`config.mk`:
```
export PLATFORM = sky130hd
export DESIGN_NAME = plst_ctrl
export DESIGN_NICKNAME = d
export VERILOG_FILES = /design/src/design/plst_pkg.sv /design/src/design/plst_ctrl.sv
export SDC_FILE = /design/constraint.sdc
export NUM_CORES = 1
export LEC_CHECK = 0
export ABC_AREA = 1
export BUFFER_PORTS_ARGS = -buffer_cell sky130_fd_sc_hd__buf_2
export CORE_MARGIN = 2
export CORE_UTILIZATION = 40
export DETAILED_ROUTE_END_ITERATION = 16
export PLACE_DENSITY = 0.7
export SLEW_MARGIN = 10
export SYNTH_ARGS = -nofsm -noshare
export SYNTH_HDL_FRONTEND = slang
export SYNTH_SLANG_ARGS = --single-unit
export TNS_END_PERCENT = 20
```
`constraint.sdc`:
```
create_clock -name aclk -period 6.1 [get_ports aclk]
set_input_delay 1.22 -clock aclk [delete_from_list [all_inputs] [get_ports aclk]]
set_output_delay 1.22 -clock aclk [all_outputs]
set_load 0.02 [all_outputs]
```
`src/design/plst_pkg.sv`:
```
// Shared command codes, cell operations and the cell control word.
`default_nettype none

package plst_pkg;

    // Command codes carried in the cmd field
    localparam logic [2:0] CMD_INSERT = 3'd0;
    localparam logic [2:0] CMD_REMOVE = 3'd1;
    localparam logic [2:0] CMD_READ   = 3'd2;
    localparam logic [2:0] CMD_WRITE  = 3'd3;
    localparam logic [2:0] CMD_CLEAR  = 3'd4;

    // Index width that covers the largest supported list
    localparam int IDX_BITS = 10;

    // Operation broadcast to every cell in the same cycle
    typedef enum logic [2:0] {
        OP_HOLD,
        OP_INSERT,
        OP_REMOVE,
        OP_WRITE,
        OP_RD_LOAD,
        OP_RD_SHIFT
    } cell_op_t;

    // Control word from the sequencer to the row of cells
    typedef struct packed {
        cell_op_t              op;
        logic [IDX_BITS-1:0]   idx;
    } cell_ctl_t;

endpackage

`default_nettype wire

```
`src/design/plst_ctrl.sv`:
```
// Command sequencer: checks positions, keeps the count, drives the cells, holds the result word.
`default_nettype none

module plst_ctrl #(
    parameter int CAPACITY  = 64,
    parameter int WORD_BITS = 32
) (
    input  wire                      aclk,
    input  wire                      aresetn,
    input  wire                      s_valid,
    output logic                     s_ready,
    input  wire  [2:0]               cmd,
    input  wire  [6:0]               position,
    input  wire  [31:0]              value,
    input  wire                      m_ready,
    output logic                     m_valid,
    output logic                     res_ok,
    output logic [31:0]              res_read_value,
    output logic [6:0]               res_count,
    output logic                     res_empty,
    input  wire  [WORD_BITS-1:0]     head_rd,
    output plst_pkg::cell_ctl_t      ctl,
    output logic [WORD_BITS-1:0]     cell_word
);

    localparam int IW = (CAPACITY > 1) ? $clog2(CAPACITY) : 1;
    localparam int CW = $clog2(CAPACITY + 1);
    localparam int PW = (CW > 7) ? CW : 7;

    typedef enum logic {
        ST_IDLE,
        ST_READ
    } state_t;

    state_t          state_reg, state_next;
    logic [CW-1:0]   count_reg, count_next;
    logic [IW-1:0]   shift_reg, shift_next;
    logic            m_valid_reg, m_valid_next;
    logic            ok_reg, ok_next;
    logic [31:0]     rdv_reg, rdv_next;
    logic [6:0]      cnt_out_reg, cnt_out_next;
    logic            empty_reg, empty_next;

    logic            acc;
    logic            pos_nz;
    logic [PW-1:0]   pos_ext;
    logic [PW-1:0]   p0_ext;
    logic [PW-1:0]   cnt_ext;
    logic            in_range;
    logic            not_full;
    logic            ins_ok;
    logic [6:0]      p0;

    assign s_ready = (state_reg == ST_IDLE) && (!m_valid_reg || m_ready);
    assign acc     = s_valid && s_ready;

    // Position checks against the current count
    assign pos_nz   = (position != 7'd0);
    assign p0       = position - 7'd1;
    assign pos_ext  = PW'(position);
    assign p0_ext   = PW'(p0);
    assign cnt_ext  = PW'(count_reg);
    assign in_range = pos_nz && (pos_ext <= cnt_ext);
    assign not_full = (count_reg < CW'(CAPACITY));
    assign ins_ok   = pos_nz && not_full && (p0_ext <= cnt_ext);

    assign cell_word = WORD_BITS'(value);

    // Decode the command or advance the read shift
    always_comb begin
        logic          load_res;
        logic          res_ok_c;
        logic [31:0]   res_rd_c;
        logic [CW-1:0] res_cnt_c;

        load_res     = 1'b0;
        res_ok_c     = 1'b0;
        res_rd_c     = 32'd0;
        res_cnt_c    = count_reg;
        state_next   = state_reg;
        count_next   = count_reg;
        shift_next   = shift_reg;
        m_valid_next = m_valid_reg && !m_ready;
        ok_next      = ok_reg;
        rdv_next     = rdv_reg;
        cnt_out_next = cnt_out_reg;
        empty_next   = empty_reg;
        ctl.op       = plst_pkg::OP_HOLD;
        ctl.idx      = plst_pkg::IDX_BITS'(p0);

        case (state_reg)
            ST_IDLE: begin
                if (acc) begin
                    load_res = 1'b1;
                    case (cmd)
                        plst_pkg::CMD_INSERT: begin
                            if (ins_ok) begin
                                ctl.op    = plst_pkg::OP_INSERT;
                                res_cnt_c = count_reg + 1'b1;
                                res_ok_c  = 1'b1;
                            end
                        end
                        plst_pkg::CMD_REMOVE: begin
                            if (in_range) begin
                                ctl.op    = plst_pkg::OP_REMOVE;
                                res_cnt_c = count_reg - 1'b1;
                                res_ok_c  = 1'b1;
                            end
                        end
                        plst_pkg::CMD_READ: begin
                            if (in_range) begin
                                ctl.op     = plst_pkg::OP_RD_LOAD;
                                shift_next = IW'(p0);
                                state_next = ST_READ;
                                load_res   = 1'b0;
                            end
                        end
                        plst_pkg::CMD_WRITE: begin
                            if (in_range) begin
                                ctl.op   = plst_pkg::OP_WRITE;
                                res_ok_c = 1'b1;
                            end
                        end
                        plst_pkg::CMD_CLEAR: begin
                            res_cnt_c = '0;
                            res_ok_c  = 1'b1;
                        end
                        default: begin
                        end
                    endcase
                end
            end
            ST_READ: begin
                if (shift_reg == '0) begin
                    load_res   = 1'b1;
                    res_ok_c   = 1'b1;
                    res_rd_c   = 32'(head_rd);
                    state_next = ST_IDLE;
                end else begin
                    ctl.op     = plst_pkg::OP_RD_SHIFT;
                    shift_next = shift_reg - 1'b1;
                end
            end
            default: begin
                state_next = ST_IDLE;
            end
        endcase

        // Load the result word
        if (load_res) begin
            count_next   = res_cnt_c;
            m_valid_next = 1'b1;
            ok_next      = res_ok_c;
            rdv_next     = res_rd_c;
            cnt_out_next = 7'(PW'(res_cnt_c));
            empty_next   = (res_cnt_c == '0);
        end
    end

    // Hold state, count and the result word
    always_ff @(posedge aclk) begin
        if (!aresetn) begin
            state_reg   <= ST_IDLE;
            count_reg   <= '0;
            shift_reg   <= '0;
            m_valid_reg <= 1'b0;
        end else begin
            state_reg   <= state_next;
            count_reg   <= count_next;
            shift_reg   <= shift_next;
            m_valid_reg <= m_valid_next;
        end
        ok_reg      <= ok_next;
        rdv_reg     <= rdv_next;
        cnt_out_reg <= cnt_out_next;
        empty_reg   <= empty_next;
    end

    assign m_valid        = m_valid_reg;
    assign res_ok         = ok_reg;
    assign res_read_value = rdv_reg;
    assign res_count      = cnt_out_reg;
    assign res_empty      = empty_reg;

    // An accepted insert grows the list by one
    a_insert_count: assert property (@(posedge aclk) disable iff (!aresetn)
        (acc && cmd == plst_pkg::CMD_INSERT && ins_ok) |=>
            (count_reg == $past(count_reg) + 1'b1))
        else $error("insert did not grow the count");

    // No result waits while the read chain is still shifting
    a_read_out_empty: assert property (@(posedge aclk) disable iff (!aresetn)
        (state_reg == ST_READ) |-> !m_valid_reg)
        else $error("result pending during read shift");

    // The read shift counts down by one each cycle
    a_shift_down: assert property (@(posedge aclk) disable iff (!aresetn)
        (state_reg == ST_READ && shift_reg != '0) |=>
            (state_reg == ST_READ && shift_reg == $past(shift_reg) - 1'b1))
        else $error("read shift skipped a step");

    // The empty flag agrees with the reported count
    a_empty_flag: assert property (@(posedge aclk) disable iff (!aresetn)
        (m_valid_reg && CAPACITY < 128) |-> (empty_reg == (cnt_out_reg == 7'd0)))
        else $error("empty flag disagrees with count");

endmodule

`default_nettype wire

```
# After elaboration in Yosys (flattened, before gate mapping)

Index checks and enable logic that the tools add are counted.
W data, S select, Z words.

$add $sub $neg: 4
Reduce and logical (&&, ||, !) cells: 16
Muxes and demuxes: 33
Bitwise operators: 1
Magnitude comparators: 3
Eq/ne operators: 8

Operator list:

| kind                  | number |
|---|---|
| $mux W7               | 4 |
| $mux W6               | 4 |
| $pmux W7 S3           | 1 |
| $le A7 B7 Y1          | 2 |
| $sub A7 B1 Y7 const B | 2 |
| $mux W1               | 12 |
| $pmux W3 S4           | 1 |
| $pmux W6 S2           | 1 |
| $mux W3               | 3 |
| $add A7 B1 Y7 const B | 1 |
| $logic_not A7 Y1      | 1 |
| $lt A7 B7 Y1 const B  | 1 |
| $reduce_bool A7 Y1    | 1 |
| $eq A3 B2 Y1 const B  | 2 |
| $logic_and A1 B1 Y1   | 6 |
| $logic_not A6 Y1      | 1 |
| $ne A2 B2 Y1 const B  | 3 |
| $pmux W1 S2           | 3 |
| $pmux W3 S2           | 1 |
| $sub A6 B1 Y6 const B | 1 |
| $mux W2               | 2 |
| $reduce_and A4 Y1     | 1 |
| $eq A3 B1 Y1 const B  | 1 |
| $eq A3 B3 Y1 const B  | 1 |
| other kinds (8)       | 9 |

Logic and storage cells: 73
Bits in registers: 56
Bits of input ports: 78
Output and inout port bits: 88

# Depth between registers and ports, before layout

Depth in word-level cells: 8
Depth in mapped cells: 19
Depth with buffers taken out: 19

# Worst setup path after synthesis

OpenSTA, ideal clock, no wires.

Kind: input to register
Start: input port position[0]
End: register cnt_out_reg[0], in the netlist res_count[0] (enable)
Required time: 5,602 ps
Arrival time: 5,035 ps
Library setup time: 498 ps
Stages on the path: 8
Path buffers: 0
Setup slack: 567 ps
Cells stage by stage: inv_1 > ha_1 > inv_1 > nor2_1 > nand3_4 > nand2_1 > nor3_1 > o21ai_0

Cells in the longest elaborated chain, start to end: 6
Elaborated cells on any way between the ends: 7
Classes of those cells: order compare (1); mux (4); reduce/logical (2)

Ends and longest elaborated chain:

| element                                            | RTL line                         | RTL |
|---|---|---|
| from (decl)                                        | plst_ctrl.sv:13                  | `input wire [6:0] position,` |
| $le A7 B7 Y1 or $reduce_bool A7 Y1 (tied branches) | plst_ctrl.sv:63, plst_ctrl.sv:58 |  |
| $logic_and A1 B1 Y1 (*)                            | plst_ctrl.sv:63                  | `assign in_range = pos_nz && (pos_ext <= cnt_ext);` |
| $mux W1 (*)                                        | plst_ctrl.sv:111                 | `if (in_range) begin` |
| $mux W1 (*)                                        | plst_ctrl.sv:95                  | `case (cmd)` |
| $mux W1 (*)                                        | plst_ctrl.sv:93                  | `if (acc) begin` |
| $pmux W1 S2 (*)                                    | plst_ctrl.sv:91                  | `case (state_reg)` |
| to (signal assigned)                               | plst_ctrl.sv:175                 | `cnt_out_reg <= cnt_out_next;` |
| to (decl)                                          | plst_ctrl.sv:41                  | `logic [6:0] cnt_out_reg, cnt_out_next;` |

Mark *: on every way between the ends. The rest lies on a longest branch, timed or not.
A chain may end at the register's enable or synchronous reset.

==> out/results.txt <==
Depth of the worst register-to-register path: 13
Synth unique cells: 40
Final wirelength: 8670 microns
Post-synth EDFFs: 41
Dpl cell area: 0.00401 sq mm
Critical path arrival: 3310 ps
Total negative slack: 0 ps
Via Count: 2,947
Antenna-violating nets left: 0
CTS Hold Bufs: 0
Area share of the largest cell type after synthesis: 33.6%
Placed insts: 610
Gp weighted congestion: 0.915
I/O pin cnt: 166
Starting Density: 41.6%
Seq/Total Area, Yosys: 41.8%
Required time of the critical path: 4880 ps
WL/cell: 14.0 microns
Switching share of total power: 30.8%
Initial detailed-routing violation count: 184
CTS resizes: 0
Largest net degree at the start of global routing: 43
Async S/R FF share, synth: 0%
Status: finished, violations left
Post-CTS setup buffer count: 0
Critical R2R Launch: cnt_ext[2]
Layout cell share with drive strength beyond 1: 30.0%
Total grt overflow: 0
Largest register FFs: 32
Area leader, netlist: edfxtp_1
Filler cells: 867
RSZ-0062 raised after global routing: false
Port Buffer Count: 98
Slew @ Worst Pin: 505 ps
Setup CP Type: in2out
First-pass GRT wire length: 13,800 microns
Die height: 99.7 microns
Largest vdd supply drop: 0.0000848 V
Tcrit/Tclk final: 74.3%
Fmax: 221 MHz
Final HPWL DP: 7070 microns
Num rows: 34
ANT cells: 0
Final hold violation count: 0
Layout Cell Area excl Fill: 0.00410 sq mm
Comb pwr share: 22.0%
Reg-to-reg slack, setup: 3410 ps
Pwr per Cell Area: 203 mW/mm^2
H-tree depth: 2
Total global-route track usage: 17.5%
Seq pwr share: 52.7%
WHS Endpoint: shift_reg[3]
Worst setup SP type: input port
Cell-internal power: 577 uW
Clk buf depth: 2
Vias in the first global route: 2,778
Final core utilization: 46.6%
CORE AREA: 0.00881 sq mm
CTS tree: done
Synth-to-layout area growth: 12.1%
CTS Buf Count: 5
Vias per cell: 4.77
Hold wc startpoint: shift_reg[3]
# setup viols final: 0
Synthesis-stage register bit count: 56
Worst hold stages: 2
Clk slew on worst S/H paths: 110 ps
Setup crit end kind: output port
P_leak: 0.00211 uW
Clock power frac: 25.3%
Mean area per synthesized cell: 8.28 sq um
Synthesized cell area: 0.00366 sq mm
Layout Cells excl Fill: 618
Fin nets: 606
Period minus WS final: 4530 ps
Clk root buf: clkbuf_8
TritonCTS sink count: 56
Slew Viols, Final: 0
Max Cap Viol: 0
DR pass1 iterations: 11
Full die area: 0.00993 sq mm
Clock Latency Late Sink: 310 ps
Psw: 257 uW
Clock Skews: 9.15 ps
Synth warn: 0
Slew margin rel.: 66.3%
Die Width: 99.7 microns
Worst Path Max Fanout: 9
R2r endpoint: m_valid
Post-synthesis cell count: 442
Hold/Removal Path Class: reg2reg
Drt drc: 1
Synth Flop Type: edfxtp_1
Failing checks: design-rule violations
Synth top area cells: edfxtp_1 34%, inv_1 8.4%, dfxtp_1 8.2%, nand2_1 7.3%, buf_4 7.2%
Initial antenna violation count: 0
-- critical path: stages --
cell     delay, ps
buf_2          150
nor3_1         290
nand3_1        130
xnor2_1        320
ha_1           300
nand2_1        100
a21oi_1         50
nor2_1          80
nand2_1         90
nand2_4        130
nand3_2        110
nand2_1         80
nand2_1         50
nand2_1         50
buf_2          160
-- final cells by class --
cell class                      count  area [sq um]  area share (%)
Multi-Input combinational cell    259          1510            36.7
Sequential cell                    56          1530            37.3
Timing Repair Buffer              100           505            12.3
Inverter                           87           329            8.02
Tap cell                          108           135            3.29
Clock buffer                        5          68.8            1.68
Clock inverter                      3          27.5           0.671
-- metrics by stage --
step                power (uW)  hold slack [ps]  worst slack [ps]
finish                     833              495              1570
global placement           629              472              1690
detailed placement         633              482              1580
global route               878              523              1360
CTS                        843              495              1570
floorplan                  605              458               567
-- per-layer routing --
| layer | track usage (%) | share of wire, % | vias to the layer above |
|---|---|---|---|
| met5 | 0 | 0 | - |
| met4 | 7.69 | 2.9 | 0 |
| met3 | 3.79 | 8.7 | 35 |
| met2 | 30.2 | 47 | 136 |
| met1 | 21.1 | 42 | 1289 |
| li1 | - | - | 1487 |
-- worst max path at each step --
stage                      from      endpoint  slack, ps  depth (start not counted)
detailed placement  position[2]       ctl[10]       1580                         15
finish              position[2]       ctl[10]       1570                         15
CTS                 position[2]       ctl[10]       1570                         15
global placement    position[0]       ctl[10]       1690                         16
global route        position[0]       ctl[10]       1360                         16
floorplan           position[0]  res_count[0]        570                          8
-- power groups by stage --
stage	Combinational, uW	Sequential (uW)	Clock (uW)
finish	184	439	211
global route	205	441	232
CTS	186	439	218
detailed placement	185	448	0
global placement	182	447	0
floorplan	131	474	0
-- Yosys cell counts (all sizes together) (2+ instances only) --
| master | n |
|---|---|
| a21oi | 18 |
| a31oi | 2 |
| buf | 37 |
| clkbuf | 5 |
| dfxtp | 15 |
| edfxtp | 41 |
| ha | 19 |
| inv | 87 |
| nand2 | 88 |
| nand3 | 30 |
| nand4 | 7 |
| nor2 | 64 |
| nor3 | 5 |
| o211ai | 2 |
| o21ai | 10 |
| xnor2 | 2 |
| xor2 | 4 |
-- cell usage in the layout, fill, tap and decap left out, drive strengths merged, types with 3 or more instances in the layout --
cell type / instances
buf: 100
inv: 88
nand2: 88
nor2: 64
edfxtp: 41
nand3: 30
ha: 19
a21oi: 18
dfxtp: 15
o21ai: 10
nand4: 7
clkbuf: 5
nor3: 5
xor2: 4
conb: 3
-- kinds of logic (layout without fill, tap and decap cells) --
group / count (synthesis) / in the layout / share of synthesized area (%)
compound gates: 35 / 35 / 5.67
xor+xnor: 6 / 6 / 1.44
fa+ha+maj: 19 / 19 / 6.49
buf+inv: 129 / 195 / 17.6
flops: 56 / 56 / 41.8
other cells: 1 / 3 / 0.102
simple gates: 196 / 196 / 26.9
Note: power is estimated with default switching activity, not from simulation.
