File: config.mk
export PLATFORM = sky130hd
export DESIGN_NAME = plst_cell
export DESIGN_NICKNAME = d
export VERILOG_FILES = /design/src/design/plst_pkg.sv /design/src/design/plst_cell.sv
export SDC_FILE = /design/constraint.sdc
export NUM_CORES = 1
export LEC_CHECK = 0
export ABC_AREA = 0
export BUFFER_PORTS_ARGS = -buffer_cell sky130_fd_sc_hd__buf_2
export CAP_MARGIN = 30
export CELL_PAD_IN_SITES_DETAIL_PLACEMENT = 1
export CELL_PAD_IN_SITES_GLOBAL_PLACEMENT = 1
export CORE_MARGIN = 4
export CORE_UTILIZATION = 35
export CTS_CLUSTER_DIAMETER = 60
export DETAILED_ROUTE_END_ITERATION = 8
export MAX_ROUTING_LAYER = met4
export PLACE_DENSITY_LB_ADDON = 0.1
export SYNTH_ARGS = -nofsm -noshare
export SYNTH_HDL_FRONTEND = slang
export SYNTH_SLANG_ARGS = --single-unit
File: constraint.sdc
create_clock -name aclk -period 7.39 [get_ports aclk]
set_input_delay 0.3695 -clock aclk [delete_from_list [all_inputs] [get_ports aclk]]
set_output_delay 0.3695 -clock aclk [all_outputs]
set_load 0.05 [all_outputs]
File: src/design/plst_pkg.sv
// Shared command codes, cell operations and the cell control word.
`default_nettype none

package plst_pkg;

    // Command codes carried in the cmd field
    localparam logic [2:0] CMD_INSERT = 3'd0;
    localparam logic [2:0] CMD_REMOVE = 3'd1;
    localparam logic [2:0] CMD_READ   = 3'd2;
    localparam logic [2:0] CMD_WRITE  = 3'd3;
    localparam logic [2:0] CMD_CLEAR  = 3'd4;

    // Index width that covers the largest supported list
    localparam int IDX_BITS = 10;

    // Operation broadcast to every cell in the same cycle
    typedef enum logic [2:0] {
        OP_HOLD,
        OP_INSERT,
        OP_REMOVE,
        OP_WRITE,
        OP_RD_LOAD,
        OP_RD_SHIFT
    } cell_op_t;

    // Control word from the sequencer to the row of cells
    typedef struct packed {
        cell_op_t              op;
        logic [IDX_BITS-1:0]   idx;
    } cell_ctl_t;

endpackage

`default_nettype wire

File: src/design/plst_cell.sv
// One list entry with its stage of the read shift chain.
`default_nettype none

module plst_cell #(
    parameter int INDEX     = 0,
    parameter int WORD_BITS = 32
) (
    input  wire                      aclk,
    input  wire plst_pkg::cell_ctl_t ctl,
    input  wire  [WORD_BITS-1:0]     word_in,
    input  wire  [WORD_BITS-1:0]     left_entry,
    input  wire  [WORD_BITS-1:0]     right_entry,
    input  wire  [WORD_BITS-1:0]     right_rd,
    output logic [WORD_BITS-1:0]     entry,
    output logic [WORD_BITS-1:0]     rd
);

    localparam logic [plst_pkg::IDX_BITS-1:0] MY_IDX = plst_pkg::IDX_BITS'(INDEX);

    logic [WORD_BITS-1:0] entry_reg;
    logic [WORD_BITS-1:0] entry_next;
    logic [WORD_BITS-1:0] rd_reg;
    logic [WORD_BITS-1:0] rd_next;

    // Pick the new entry and read stage from the broadcast operation
    always_comb begin
        entry_next = entry_reg;
        rd_next    = rd_reg;
        case (ctl.op)
            plst_pkg::OP_INSERT: begin
                if (MY_IDX > ctl.idx) begin
                    entry_next = left_entry;
                end else if (MY_IDX == ctl.idx) begin
                    entry_next = word_in;
                end
            end
            plst_pkg::OP_REMOVE: begin
                if (MY_IDX >= ctl.idx) begin
                    entry_next = right_entry;
                end
            end
            plst_pkg::OP_WRITE: begin
                if (MY_IDX == ctl.idx) begin
                    entry_next = word_in;
                end
            end
            plst_pkg::OP_RD_LOAD: begin
                rd_next = entry_reg;
            end
            plst_pkg::OP_RD_SHIFT: begin
                rd_next = right_rd;
            end
            default: begin
            end
        endcase
    end

    // Hold the entry and read stage
    always_ff @(posedge aclk) begin
        entry_reg <= entry_next;
        rd_reg    <= rd_next;
    end

    assign entry = entry_reg;
    assign rd    = rd_reg;

endmodule

`default_nettype wire

# ---- Word level (Yosys, flattened, before mapping)
# Cells that the tools add are included.
dict set report totals {
  register_bits 64
  input_bits 142
  out_inout_bits 64
  elab_cells 19
}
dict set report op_classes {
  n_lt_le_gt_ge 2
  n_eq_ne 6
  mux 5
  n_reduce_logical 4
}
# cell count
set ops {}
lappend ops {{$mux W32} 3}
lappend ops {{$pmux W32 S3} 1}
lappend ops {{$pmux W32 S2} 1}
lappend ops {{$ge A1 B10 Y1 const A} 1}
lappend ops {{$gt A1 B10 Y1 const A} 1}
lappend ops {{$logic_not A10 Y1} 1}
lappend ops {{$eq A3 B2 Y1 const B} 2}
lappend ops {{$eq A3 B3 Y1 const B} 2}
lappend ops {{$eq A3 B1 Y1 const B} 1}
lappend ops {{$reduce_bool A3 Y1} 1}
lappend ops {{$ne A2 B2 Y1 const B} 1}
lappend ops {{$reduce_and A2 Y1} 1}
lappend ops {{$reduce_bool A2 Y1} 1}

# ---- Longest topological paths before layout
# Gate-level depths: netlist of run 1.
dict set report logic_depth {
  ltp_word 4
  ltp_mapped 5
}

# ---- Least setup slack after synthesis of run 1
# Ideal clock, no wire load.
dict set report synth_path {
  path_type {input -> register}
  startpoint {in ctl[11] (netlist bit)}
  endpoint {reg rd_reg[10] (netlist: rd[10]) (data pin)}
  setup_time_ps 260
  arrival_time_ps 2737
  t_required_ps 7130
  path_slack_ps 4393
  path_stages 4
  cell_sequence {nor2b_1 -> nand2_1 -> buf_2 -> mux2_2}
}
dict set report synth_via {
  elab_chain_len 2
}
# item line
set synth_lines {}
lappend synth_lines {{start: declaration} plst_cell.sv:9} ;# input wire plst_pkg::cell_ctl_t ctl,
lappend synth_lines {{$eq A3 B3 Y1} plst_cell.sv:29} ;# case (ctl.op)
lappend synth_lines {{$pmux W32 S2 (*)} plst_cell.sv:29}
lappend synth_lines {{via rd_next[10]} plst_cell.sv:23} ;# logic [WORD_BITS-1:0] rd_next;
lappend synth_lines {{end signal: assignment} plst_cell.sv:61} ;# rd_reg <= rd_next;
lappend synth_lines {{end: declaration} plst_cell.sv:22} ;# logic [WORD_BITS-1:0] rd_reg;
# The timed path passes the listed nets; every way through them passes the cells marked *.
# A chain may end at the register's enable or synchronous reset.

# ---- Final worst setup path of run 1
dict set report layout_path {
  startpoint {in ctl[0] (netlist bit)}
  endpoint {reg entry_reg[30] (netlist: entry[30]), enable pin}
}
dict set report layout_via {
  elab_chain_len 3
}
# item line
set layout_lines {}
lappend layout_lines {{$ge A1 B10 Y1} plst_cell.sv:38} ;# if (MY_IDX >= ctl.idx) begin
lappend layout_lines {{$ne A2 B2 Y1 (no source line)} n/a}
lappend layout_lines {{$reduce_and A2 Y1 (no source line)} n/a}
lappend layout_lines {{end signal: assignment} plst_cell.sv:60} ;# entry_reg <= entry_next;
lappend layout_lines {{end: declaration} plst_cell.sv:20} ;# logic [WORD_BITS-1:0] entry_reg;
# Every way passes these cells.

==> reports/qor.log, run 1 <==
INFO  sta            finalCritPeriodShare=28.4%
INFO  sta            setup_skew=0.00852ns
INFO  worst_setup_path critical_path_class=in2reg
INFO  floorplanning  chipHeight=108um
INFO  clock_network  clock_tree_from_tritoncts=yes
INFO  worst_setup_path setup.reg_to_reg.worst_slack=6.40ns
INFO  routing        via_count=2979
INFO  final_layout   share_of_layout_cells_above_drive_strength_1=61.7%
INFO  placement      port_buffers=173
INFO  routing        drt-initial-drc-count=105
INFO  synthesis      syn-mean-instance-area=13.1squm
INFO  pwr            power.leakage=1.82nW
INFO  synthesis      synth_seq_cells=64
INFO  placement      post-dp-hpwl=7710um
INFO  pwr            power_per_cell_area=211nW/um^2
INFO  global_routing global_route_wire_length_before_repair=17300um
INFO  sta            timing_hold_violations_final=0
INFO  final_layout   highest_count_cells_in_the_layout_ignoring_fill_and_taps=173 x sky130_fd_sc_hd__buf_2, 64 x sky130_fd_sc_hd__edfxtp_1
INFO  sta            max_slew.worst_pin.slew=0.593ns
INFO  clock_network  clk_root_buffer_cell=sky130_fd_sc_hd__clkbuf_8
INFO  sta            final.min_clock_period=2.10ns
INFO  worst_setup_path worstSetupEndpointType=flip-flop
INFO  final_layout   layoutNonFillerInstCount=567
INFO  floorplanning  core_region_area=9730squm
INFO  synthesis      syn_inst=266
INFO  worst_setup_path worstPathMaxFanout=33
INFO  routing        drt_drc_violations_left=0
INFO  sta            finalSetupTns=0ns
INFO  global_routing global_route.usage.total=19.9%
INFO  clock_network  cts_max_level=3
INFO  sta            timing.max_slew.rel_slack=60.5%
INFO  synthesis      ys.warnings.count=0
INFO  pwr            p_clk_share=40.4%
INFO  sta            timing_max_transition_violations_final=0
INFO  flow_run       max_cap_viol_count=0
INFO  clock_network  cts_max_path_buffers=2
INFO  floorplanning  floorplan.die_area=11600squm
INFO  global_routing first_global_vias=3252
INFO  min_path       hold_class=in2reg
INFO  final_layout   final_cell_area=4730squm
INFO  synthesis      yosys.cell_types.count=20
INFO  worst_setup_path timing.critical_path.arrival=2.14ns
INFO  synthesis      postSynthNetCount=408
INFO  routing        drt.antenna.violating_nets=0
INFO  sta            finalWorstSetupSlack=5.29ns
INFO  routing        viasPerCell=5.25
INFO  global_routing antenna_found_initial=1
INFO  pwr            p_int=734uW
INFO  routing        totalWireLength=11200um
INFO  clock_network  cts_hold_buf=0
INFO  clock_network  cts_inserted_buffers=9
INFO  clock_network  clock_sinks=64
INFO  sta            rsz_0062_raised_after_global_routing=false
INFO  worst_setup_path worstPathCellList=buf_2 > nor4_4 > buf_4 > a41oi_1 > nor2_4 > buf_16
INFO  worst_setup_path cpPeakStageDelay=0.50ns
INFO  pwr            pwr-share-comb=16.6%
INFO  pwr            power.switching_fraction=26.4%
INFO  worst_setup_path startpoint_of_the_most_critical_register_to_register_path=entry[5]
INFO  floorplanning  ioPinCount=206
INFO  global_routing grt.overflow.total=0
INFO  sta            setup_viol=0
INFO  final_layout   finish.net_count=570
INFO  placement      dp_cells=548
INFO  routing        wire_per_inst=19.7um
INFO  worst_setup_path timing.critical_path.max_delay_family=simple AND/OR/NAND/NOR gates
INFO  final_layout   final_util=48.6%
INFO  final_layout   area_growth_syn_to_layout=36.1%
INFO  worst_setup_path cp-startpoint=ctl[0]
INFO  synthesis      synth.yosys.seq_area_share=55.3%
INFO  worst_setup_path critical_path.n_buffers_inverters=3
INFO  pwr            sequential_group_share_of_total_power=43.0%
INFO  floorplanning  start_util=35.8%
INFO  placement      gp_congestion=0.782
INFO  floorplanning  row_count=36
INFO  sta            clock.fmax=0.477GHz
INFO  pwr            power.ir.vdd_worst=0.0000793V
INFO  clock_network  clk_transition_reported_paths=0.08ns
INFO  clock_network  post_cts_buffers=0
INFO  placement      post_dp_cell_area=4430squm
INFO  floorplanning  die_x=108um
INFO  clock_network  postCtsResizedCells=0
INFO  min_path       hold_path_startpoint=right_rd[17]
INFO  global_routing pin_count_of_the_biggest_net_entering_global_routing=39
INFO  outcome        status=completed
INFO  worst_setup_path start_kind=input pin
INFO  placement      pre_cts_slack=4.91ns
INFO  pwr            switchingPower=264uW
INFO  worst_setup_path worstPathRequired=7.43ns
INFO  worst_setup_path crit_slowest_cell=sky130_fd_sc_hd__nor2_4
INFO  clock_network  clock_insertion_delay_worst_skew=0.34ns
INFO  final_layout   layout.cells.most_common=sky130_fd_sc_hd__buf_2
INFO  routing        firstDrtPassIters=4
INFO  synthesis      synthesis.area=3480squm
## cells by family (layout without fill, tap and decap cells)
family / after synthesis / after routing / share of synthesized area (%)
and+or+nand+nor: 74 / 74 / 11.4
AOI/OAI and AO/OA: 65 / 65 / 17.2
DFF: 64 / 64 / 55.3
muxes: 32 / 32 / 10.4
buffers and inverters: 31 / 198 / 5.76
other: 0 / 1 / 0
## synthesized netlist by cell type
cell type | instances | area (sq um)
sky130_fd_sc_hd__buf_6 | 1 | 11.3
sky130_fd_sc_hd__clkbuf_1 | 17 | 63.8
sky130_fd_sc_hd__o31ai_2 | 30 | 375
sky130_fd_sc_hd__a41oi_1 | 1 | 8.76
sky130_fd_sc_hd__nor2_1 | 34 | 128
sky130_fd_sc_hd__buf_12 | 3 | 60.1
sky130_fd_sc_hd__buf_4 | 6 | 45.0
sky130_fd_sc_hd__or4_4 | 1 | 11.3
sky130_fd_sc_hd__or2_2 | 1 | 6.26
sky130_fd_sc_hd__nand2_1 | 1 | 3.75
sky130_fd_sc_hd__buf_2 | 4 | 20.0
sky130_fd_sc_hd__nor2b_1 | 1 | 6.26
sky130_fd_sc_hd__a31oi_1 | 32 | 200
sky130_fd_sc_hd__o31ai_1 | 2 | 15.0
sky130_fd_sc_hd__edfxtp_1 | 64 | 1920
sky130_fd_sc_hd__or3b_2 | 1 | 8.76
sky130_fd_sc_hd__nor4_2 | 2 | 25.0
sky130_fd_sc_hd__nand4_1 | 32 | 200
sky130_fd_sc_hd__mux2_2 | 32 | 360
sky130_fd_sc_hd__or4_1 | 1 | 7.51
## stage by stage
step,hold slack [ns],total power [mW]
floorplan,0.589,0.543
CTS,0.308,1.01
global route,0.312,1.04
finish,0.324,0.998
global placement,0.603,0.596
detailed placement,0.618,0.603
## metal layers
layer	wire length [um]	GRT usage, %	vias up
met3	615	3.90	15
met5	0	-	-
li1	-	-	1403
met1	4770	24.6	1451
met2	5600	32.6	110
met4	209	6.94	0
## area by class of cell
type,instances,area [sq um]
diodes,1,2.50
repair buffers,182,991
multi-input cells,171,1390
fillers,1106,5000
well taps,133,166
clock inverters,6,131
clock buffers,10,128
flip-flops and latches,64,1920
## worst paths after layout
check	to	cells after the start
max reg2reg	rd[5]	1
min	rd[17]	2
min reg2reg	rd[25]	1
max	entry[30]	6
## power groups by stage
stage | clock network (mW) | registers [mW] | logic, mW
after floorplan | 0 | 0.491 | 0.0522
after CTS | 0.414 | 0.430 | 0.165
after detailed placement | 0 | 0.438 | 0.165
final | 0.403 | 0.429 | 0.166
after global routing | 0.432 | 0.431 | 0.177
after global placement | 0 | 0.437 | 0.159
Power figures use the tool's default switching activity.
==> run 2: changes to the inputs <==
Settings changed: CORE_UTILIZATION 35 to 30.
Clock period 7.39 ns to 1.8 ns, I/O delays scaled along.
==> run 2 against run 1 <==
- power grew to 4.1 times the previous value
- setup slack worse by 5.0 ns
- clock skew decreased by 0.0041 ns
==> reports/qor.log, run 2 (synthesis gave the netlist of run 1 again) <==
INFO  sta            rsz_0062_raised_after_global_routing=false [unchanged]
INFO  floorplanning  ioPinCount=206 [unchanged]
INFO  global_routing global_route_wire_length_before_repair=17800um [was 17300 um]
INFO  worst_setup_path cpPeakStageDelay=0.67ns [was 0.50 ns]
INFO  global_routing first_global_vias=3286 [was 3252]
INFO  min_path       hold_class=in2reg [unchanged]
INFO  outcome        status=completed [unchanged]
INFO  clock_network  clk_transition_reported_paths=0.06ns [was 0.08 ns]
INFO  final_layout   final_cell_area=4780squm [was 4730 sq um]
INFO  sta            timing_hold_violations_final=0 [unchanged]
INFO  global_routing antenna_found_initial=1 [unchanged]
INFO  final_layout   final_util=42.1% [was 48.6%]
INFO  sta            setup_skew=0.00444ns [was 0.00852 ns]
INFO  routing        via_count=3034 [was 2979]
INFO  pwr            finalPower=4.11mW [was 998 uW]
INFO  routing        drt_drc_violations_left=0 [unchanged]
INFO  worst_setup_path startpoint_of_the_most_critical_register_to_register_path=entry[25] [was entry[5]]
INFO  final_layout   multi_input_comb_area=1400squm [was 1390 sq um]
INFO  final_layout   finish.net_count=576 [was 570]
INFO  worst_setup_path start_kind=input pin [unchanged]
INFO  worst_setup_path crit_slowest_cell=sky130_fd_sc_hd__or4_2 [was sky130_fd_sc_hd__nor2_4]
INFO  floorplanning  core_region_area=11400squm [was 9730 sq um]
INFO  final_layout   area_growth_syn_to_layout=37.6% [was 36.1%]
INFO  sta            timing_max_transition_violations_final=0 [unchanged]
INFO  worst_setup_path critical_path_class=in2reg [unchanged]
INFO  clock_network  clk_root_buffer_cell=sky130_fd_sc_hd__clkbuf_16 [was sky130_fd_sc_hd__clkbuf_8]
INFO  placement      port_buffers=173 [unchanged]
INFO  floorplanning  start_util=30.6% [was 35.8%]
INFO  placement      post-dp-hpwl=8070um [was 7710 um]
INFO  final_layout   filler_cells=1293 [was 1106]
INFO  final_layout   sequential_cell_area=1920squm [unchanged]
INFO  worst_setup_path worstPathCellList=buf_2 > or4_2 > buf_4 > o31ai_1 > a31oi_1 [was buf_2 > nor4_4 > buf_4 > a41oi_1 > nor2_4 > buf_16]
INFO  clock_network  clock_insertion_delay_worst_skew=0.32ns [was 0.34 ns]
INFO  sta            worst_hold_slack=0.0632ns [was 0.324 ns]
INFO  floorplanning  die_x=116um [was 108 um]
INFO  floorplanning  chipHeight=116um [was 108 um]
INFO  final_layout   layout.cells.most_common=sky130_fd_sc_hd__buf_2 [unchanged]
INFO  global_routing pin_count_of_the_biggest_net_entering_global_routing=41 [was 39]
INFO  pwr            power.leakage=1.86nW [was 1.82 nW]
INFO  clock_network  cts_inserted_buffers=9 [unchanged]
INFO  min_path       hold-path-cell-count=2 [unchanged]
INFO  floorplanning  floorplan.die_area=13400squm [was 11600 sq um]
INFO  clock_network  cts_max_path_buffers=2 [unchanged]
INFO  floorplanning  row_count=39 [was 36]
INFO  placement      post_dp_cell_area=4500squm [was 4430 sq um]
INFO  global_routing grt.overflow.total=0 [unchanged]
INFO  clock_network  postCtsResizedCells=0 [unchanged]
INFO  worst_setup_path cp-startpoint=ctl[4] [was ctl[0]]
INFO  min_path       hold_path_startpoint=right_rd[14] [was right_rd[17]]
INFO  worst_setup_path timing.critical_path.arrival=1.52ns [was 2.14 ns]
INFO  routing        drt-initial-drc-count=82 [was 105]
INFO  clock_network  cts_max_level=3 [unchanged]
INFO  placement      pre_cts_slack=-0.0241ns [was 4.91 ns]
INFO  clock_network  post_cts_buffers=0 [unchanged]
INFO  sta            finalWorstSetupSlack=0.335ns [was 5.29 ns]
INFO  placement      dp_cells=566 [was 548]
INFO  flow_run       max_cap_viol_count=0 [unchanged]
INFO  routing        drt.antenna.violating_nets=0 [unchanged]
INFO  worst_setup_path reg2reg_depth=1 [unchanged]
INFO  routing        wire_per_inst=20.1um [was 19.7 um]
INFO  worst_setup_path worstSetupEndpointType=flip-flop [unchanged]
INFO  routing        viasPerCell=5.21 [was 5.25]
INFO  final_layout   share_of_layout_cells_above_drive_strength_1=62.3% [was 61.7%]
INFO  routing        totalWireLength=11700um [was 11200 um]
INFO  clock_network  clock_sinks=64 [unchanged]
INFO  sta            clock.fmax=0.683GHz
INFO  sta            setup_viol=0 [unchanged]
INFO  worst_setup_path worstPathMaxFanout=17 [was 33]
INFO  sta            finalCritPeriodShare=81.4%
INFO  pwr            power_per_cell_area=860nW/um^2 [was 211 nW/um^2]
INFO  placement      gp_congestion=0.729 [was 0.782]
INFO  global_routing global_route.usage.total=18.0% [was 19.9%]
INFO  routing        firstDrtPassIters=4 [unchanged]
INFO  sta            max_slew.worst_pin.slew=0.496ns [was 0.593 ns]
INFO  worst_setup_path setup.reg_to_reg.worst_slack=0.81ns [was 6.40 ns]
INFO  final_layout   layoutNonFillerInstCount=582 [was 567]
INFO  sta            final.min_clock_period=1.46ns
INFO  sta            finalSetupTns=0ns [unchanged]
INFO  worst_setup_path worstPathRequired=1.86ns [was 7.43 ns]
INFO  sta            timing.max_slew.rel_slack=67.0% [was 60.5%]
INFO  clock_network  cts_hold_buf=0 [unchanged]
INFO  pwr            power.ir.vdd_worst=0.000331V [was 0.0000793 V]
INFO  final_layout   highest_count_cells_in_the_layout_ignoring_fill_and_taps=173 x sky130_fd_sc_hd__buf_2, 64 x sky130_fd_sc_hd__edfxtp_1 [unchanged]
INFO  clock_network  clock_tree_from_tritoncts=yes [unchanged]
run 2: cell types whose count changed in the layout (fill, tap and decap cells not counted), sizes merged:
cell	change
clkinv	+3
clkinvlp	-1
bufinv	-3
buf	+6
run 2: where the power goes:
group	switching [mW]	internal, mW	total, mW	leakage (nW)
logic	0.453	0.232	0.685	1.12
registers	0.0378	1.73	1.77	0.599
clock network	0.611	1.05	1.66	0.140
total	1.10	3.01	4.11	1.86
run 2: area by class of cell:
type / count / share of cell area [%]
antenna: 1 / 0.0523
clock buffer: 10 / 4.79
clock inverter: 5 / 1.02
multi-input combinational: 171 / 29.3
sequential: 64 / 40.2
tap: 143 / 3.74
timing repair buffer: 188 / 21.0
run 2: critical path: cells and delay by family:
kind,cells,cell delay (ns)
buf+inv,2,0.38
compound gates,2,0.37
simple gates,1,0.67
run 2: worst paths after layout:
| path | endpoint |
|---|---|
| max | entry[25] |
| min | rd[14] |
| max reg2reg | rd[25] |
| min reg2reg | rd[29] |
run 2: metal layers:
layer / global-route usage (%) / vias up / wire length (um)
met3: 3.39 / 21 / 664
met5: - / - / 0
met2: 29.7 / 100 / 5770
met1: 21.5 / 1498 / 5010
li1: - / 1415 / -
met4: 7.58 / 0 / 285
